## src/design/assert_macros.svh

```systemverilog
// ----------------------------------------------------------------------------
// assert_macros.svh
// Concurrent assertion macros shared by the RTL files.
// ----------------------------------------------------------------------------
`ifndef ASSERT_MACROS_SVH
`define ASSERT_MACROS_SVH

`ifndef ASSERT_OFF

// check prop at every rising edge of clk, disabled while rst is high
`define ASSERT_PROP_DR(label, clk, rst, prop, msg) \
   label: assert property (@(posedge clk) disable iff (rst) prop) else $error(msg);

// check prop at every rising edge of clk
`define ASSERT_PROP(label, clk, prop, msg) \
   label: assert property (@(posedge clk) prop) else $error(msg);

`else

`define ASSERT_PROP_DR(label, clk, rst, prop, msg)

`define ASSERT_PROP(label, clk, prop, msg)

`endif

`endif

```

## src/design/wis_pkg.sv

```systemverilog
// ----------------------------------------------------------------------------
// wis_pkg
// Shared widths, controller states and command/status bundles for the
// weighted interval scheduling core.
// ----------------------------------------------------------------------------
package wis_pkg;

   localparam int MAX_JOBS_DEFAULT = 256;

   localparam int TIME_W   = 16;
   localparam int WEIGHT_W = 16;
   localparam int PROFIT_W = 24;
   localparam int ENTRY_W  = TIME_W + PROFIT_W;

   localparam logic [PROFIT_W-1:0] PROFIT_MAX = {PROFIT_W{1'b1}};

   typedef enum logic [1:0] {
      ST_IDLE,
      ST_SCAN,
      ST_STORE,
      ST_EMIT
   } wis_state_type;

   typedef struct packed {
      logic capture;       // latch the incoming job
      logic drop;          // set full: flag overflow, keep the job out
      logic clear_earlier; // no compatible job: earlier profit is zero
      logic scan_start;    // read the most recent stored job
      logic scan_step;     // read one job further back
      logic take_hit;      // compatible job found: keep its profit
      logic store;         // write finish time and best profit, bump count
      logic emit;          // load the result register, clear the set
   } wis_cmd_type;

   typedef struct packed {
      logic count_zero;
      logic count_full;
      logic in_last;       // last flag on the input port
      logic last;          // last flag of the captured job
      logic hit;           // read finish time fits before captured start
      logic ptr_zero;      // scan reached the first stored job
   } wis_status_type;

endpackage

```

## src/design/wis_ctrl.sv

```systemverilog
// ----------------------------------------------------------------------------
// wis_ctrl
// Controller: accepts jobs, steps the backward scan one stored job per
// cycle, stores the result and hands the set total to the result register.
// ----------------------------------------------------------------------------
module wis_ctrl
   import wis_pkg::*;
(
   input  logic           clock,
   input  logic           reset,
   input  logic           req_valid,
   output logic           req_stall,
   output logic           rsp_valid,
   input  logic           rsp_stall,
   input  wis_status_type status,
   output wis_cmd_type    cmd
);

   wis_state_type state_ff, state_in;
   logic          rsp_valid_ff, rsp_valid_in;
   logic          slot_free;

   assign slot_free = !rsp_valid_ff || !rsp_stall;

   always_comb begin
      state_in = state_ff;
      unique case (state_ff)
         ST_IDLE: begin
            if (req_valid) begin
               if (status.count_full) begin
                  state_in = status.in_last ? ST_EMIT : ST_IDLE;
               end else if (status.count_zero) begin
                  state_in = ST_STORE;
               end else begin
                  state_in = ST_SCAN;
               end
            end
         end
         ST_SCAN: begin
            if (status.hit || status.ptr_zero) begin
               state_in = ST_STORE;
            end
         end
         ST_STORE: begin
            state_in = status.last ? ST_EMIT : ST_IDLE;
         end
         ST_EMIT: begin
            if (slot_free) begin
               state_in = ST_IDLE;
            end
         end
         default: state_in = ST_IDLE;
      endcase
   end

   always_comb begin
      cmd = '0;
      unique case (state_ff)
         ST_IDLE: begin
            if (req_valid) begin
               cmd.capture = 1'b1;
               priority if (status.count_full) begin
                  cmd.drop = 1'b1;
               end else if (status.count_zero) begin
                  cmd.clear_earlier = 1'b1;
               end else begin
                  cmd.scan_start = 1'b1;
               end
            end
         end
         ST_SCAN: begin
            priority if (status.hit) begin
               cmd.take_hit = 1'b1;
            end else if (status.ptr_zero) begin
               cmd.clear_earlier = 1'b1;
            end else begin
               cmd.scan_step = 1'b1;
            end
         end
         ST_STORE: begin
            cmd.store = 1'b1;
         end
         ST_EMIT: begin
            cmd.emit = slot_free;
         end
         default: cmd = '0;
      endcase
   end

   assign rsp_valid_in = cmd.emit || (rsp_valid_ff && rsp_stall);

   always_ff @(posedge clock) begin
      if (reset) begin
         state_ff     <= ST_IDLE;
         rsp_valid_ff <= 1'b0;
      end else begin
         state_ff     <= state_in;
         rsp_valid_ff <= rsp_valid_in;
      end
   end

   assign req_stall = (state_ff != ST_IDLE);
   assign rsp_valid = rsp_valid_ff;

endmodule

```

## config.mk

```make
export PLATFORM = sky130hd
export DESIGN_NAME = wis_ctrl
export DESIGN_NICKNAME = d
export VERILOG_FILES = /design/src/design/assert_macros.svh /design/src/design/wis_pkg.sv /design/src/design/wis_ctrl.sv
export SDC_FILE = /design/constraint.sdc
export NUM_CORES = 1
export LEC_CHECK = 0
export BUFFER_PORTS_ARGS = -buffer_cell sky130_fd_sc_hd__buf_2
export CORE_AREA = 5 5 42 44
export CTS_CLUSTER_SIZE = 25
export DETAILED_ROUTE_END_ITERATION = 10
export DIE_AREA = 0 0 47 49
export GPL_ROUTABILITY_DRIVEN = 0
export HOLD_SLACK_MARGIN = 0.15
export PLACE_DENSITY = 0.53
export SETUP_SLACK_MARGIN = 0.4
export SLEW_MARGIN = 0
export SYNTH_ARGS = -nofsm -noshare
export SYNTH_HDL_FRONTEND = slang
export SYNTH_SLANG_ARGS = --single-unit
```

## constraint.sdc

```tcl
create_clock -name clock -period 1.7 [get_ports clock]
set_clock_uncertainty 0.15 [all_clocks]
set_input_delay 0 -clock clock [delete_from_list [all_inputs] [get_ports clock]]
set_output_delay 0 -clock clock [all_outputs]
set_load 0.02 [all_outputs]
```

==> reports/results.tsv <==
stage	metric	value	unit
sta	hold_viol	1	
critical_path	crit_family	simple AND/OR/NAND/NOR gates	
critical_path	crit-reg2reg-launch	state_ff[1]	
detailed_routing	wl	1.059	mm
synthesis	syn_area	275.3	sq um
detailed_routing	num_vias	398	
synthesis	synth_compound_area_share	29.09	%
sta	worst_hold_slack	-29.41	ps
sta	rsz0062_at_grt	true	
sta	fin_crit	1425	ps
synthesis	synthMuxAreaShare	3.636	%
critical_path	worstPathMaxFanout	2	
placed_design	dp_hpwl	629	um
sta	worst_pin_slew	331.8	ps
layout	drive_gt1_share	57.35	%
critical_path	critical_path.endpoint_type	primary output	
pwr	vdd_drop_max	0.2677	mV
grt	grt_max_degree	12	
synthesis	ys_ff_latch	3	
min_path	min_path_type	primary input to register	
critical_path	worstPathRequired	1550	ps
critical_path	cp_cell_sequence	or4_4, inv_2, buf_6	
die	die_y	49	um
sta	fmax	0.7017	GHz
placed_design	dp_slack	259.8	ps
synthesis	synth_xor_area_share	0	%
layout	final_util	40.63	%
clock_network	htreeDepth	1	
layout	final_nets	79	
status	status	complete, but fails checks	
synthesis	async_flop_share	0	%
die	die_w	47	um
detailed_routing	drt.antenna.violating_nets	0	
clock_network	clock_sinks	3	
min_path	hold_end	state_ff[0]	
layout	diodes	0	
layout	n_fill_cell	152	
synthesis	syn_inst	36	
die	rows	14	
synthesis	yosys.area_share.simple	33.18	%
synthesis	synth_ff_type	dfxtp_1	
critical_path	r2r_slack	330	ps
detailed_routing	drc	0	
grt	grt_pass1_wl	1.380	mm
status	violations	negative hold slack	
synthesis	synthAdderAreaFrac	0	%
grt	antenna_found_initial	0	
synthesis	ys_warn_count	0	
synthesis	yosysSeqAreaShare	21.82	%
critical_path	critical-path-slowest-cell	or4_4	
detailed_routing	drt_iter0_drc	4	
critical_path	rr_endpoint	state_ff[0]	
grt	grtUsageTotal	8.228	%
sta	maxSlewHeadroom	77.53	%
pwr	leakagePower	0.2705	nW
critical_path	reg2reg_depth	2	
die	start_util	19.64	%
clock_network	cts_root_buf	clkbuf_4	
synthesis	synth_edf_count	0	
detailed_routing	drtPass1Iterations	2	
layout	area_growth_syn_to_layout	106.8	%
clock_network	holdBufCountCts	6	
grt	grt_pass1_vias	354	
synthesis	syn_nets	46	
critical_path	path_buf_inv	2	
min_path	hp-start	status[1]	
placed_design	place_area	377.9	sq um
clock_network	worstSkewPairLatency	240	ps
pwr	power_density	831.3	mW/mm^2
sta	setup_viol	0	
sta	timing.final.max_slew_violations	0	
clock_network	cts.path.max_buffers	2	
clock_network	numCtsBuffers	3	
synthesis	synthDistinctLibCells	24	
grt	grt-ovfl-total	0	
die	io-pin-count	20	
sta	setup_ws	274.9	ps
layout	final_area	569.3	sq um
die	core	0.001401	sq mm
detailed_routing	wire_per_inst	12.61	um
clock_network	clkTransAtPathRegs	40	ps
sta	fin_crit_sh	83.83	%
critical_path	startpoint_type	register	
critical_path	cpPeakStageDelay	520	ps
synthesis	synth_top_family_by_area	simple AND/OR/NAND/NOR gates	
critical_path	crit_type	register to primary output	
critical_path	crit_arrival	1280	ps
detailed_routing	viasPerCell	4.738	
sta	setup-tns-final	0	ps
placed_design	io_buffers	19	
die	dieArea	0.002303	sq mm
clock_network	cts_tree	yes	
run	drv_cap	0	
synthesis	synth_area_per_cell	7.646	sq um
min_path	whs_path_depth	3	
==> cell usage after synthesis (2+ instances only) <==
| cell | number | area (sq um) |
|---|---|---|
| dfxtp_1 | 3 | 60.06 |
| and3_1 | 2 | 12.51 |
| nor3_1 | 2 | 10.01 |
| and2_1 | 2 | 12.51 |
| nor2_1 | 3 | 11.26 |
| a21oi_1 | 2 | 10.01 |
| nand2_1 | 3 | 11.26 |
| inv_1 | 3 | 11.26 |
==> per-stage QoR <==
step                      std cells  total power [mW]
after CTS                        82            0.4530
after floorplan                  36            0.2174
after global placement           69            0.2602
final                            84            0.4732
after detailed placement         69            0.2596
after global routing             84            0.5027
==> worst max-delay path by stage <==
stage,start,end,slack [ps],cells after the start
4_1_cts,state_ff[1],cmd[3],270,3
5_1_grt,state_ff[1],cmd[3],250,3
3_5_place_dp,state_ff[1],state_ff[0],260,2
6_report,state_ff[1],cmd[3],270,3
3_3_place_gp,state_ff[1],state_ff[0],290,2
2_1_floorplan,state_ff[1],state_ff[1],360,4
==> layout make-up <==
class / instances / area [sq um] / share of cell area (%)
Multi-Input combinational cell: 27 / 217.7 / 38.24
Clock buffer: 4 / 26.28 / 4.615
Sequential cell: 3 / 67.56 / 11.87
Inverter: 4 / 17.52 / 3.077
Timing Repair Buffer: 30 / 220.2 / 38.68
Tap cell: 16 / 20.02 / 3.516
==> timing repair <==
item	CTS	global route
buffers inserted	3	2
setup endpoints to repair	9	9
pin swaps	2	1
resized for setup	17	3
hold endpoints to repair	3	1
==> cells by family after synthesis <==
family,after synthesis
AO/OA/AOI/OAI,10
buffers and inverters,6
flip-flops,3
multiplexers,1
AND/OR/NAND/NOR,16
==> cells in the final DEF (no fill, tap or decap) <==
| cell type | n |
|---|---|
| o21a_1 | 1 |
| nor2_1 | 2 |
| a31oi_1 | 1 |
| dfxtp_4 | 2 |
| inv_1 | 2 |
| and2_1 | 2 |
| nor4bb_1 | 1 |
| nor2b_2 | 1 |
| buf_6 | 4 |
| a311oi_1 | 1 |
| mux2i_1 | 1 |
| o311ai_1 | 1 |
| or4_4 | 1 |
| clkbuf_4 | 3 |
| a21o_1 | 1 |
| nor3_2 | 1 |
| buf_4 | 6 |
| dfxtp_1 | 1 |
| a211oi_1 | 1 |
| inv_4 | 1 |
| a311oi_2 | 1 |
| inv_2 | 1 |
| nor3_4 | 1 |
| dlygate4sd3_1 | 6 |
| nand2_1 | 3 |
| nor2_4 | 1 |
| a41oi_1 | 1 |
| a21oi_1 | 2 |
| and3_4 | 2 |
| nand2b_1 | 1 |
| clkbuf_1 | 1 |
| buf_2 | 14 |
==> where the power goes <==
| group | leakage, nW | internal, mW | switching [mW] | total, mW |
|---|---|---|---|---|
| Combinational | 0.230 | 0.120 | 0.128 | 0.248 |
| Sequential | 0.0259 | 0.0834 | 0.0124 | 0.0958 |
| Clock | 0.0150 | 0.0883 | 0.0411 | 0.129 |
| Total | 0.270 | 0.291 | 0.182 | 0.473 |
==> sequential cells by signal (all words and copies together), names as in the netlist <==
| name | count |
|---|---|
| rsp_valid | 1 |
| state_ff | 2 |
==> tightest hold or removal path: stages <==
cell      delay [ps]
buf_2            100
or4_4            130
a311oi_2          90
==> routing by layer <==
| metal | up-vias | part of all wire [%] | global-route usage, % |
|---|---|---|---|
| met1 | 185 | 41 | 8.972 |
| met2 | 12 | 51 | 13.12 |
| li1 | 199 | - | - |
| met4 | 0 | 0.66 | 2.765 |
| met5 | - | 0 | 0 |
| met3 | 2 | 7.5 | 4.428 |
No activity file was read; power rests on OpenSTA's default activity.
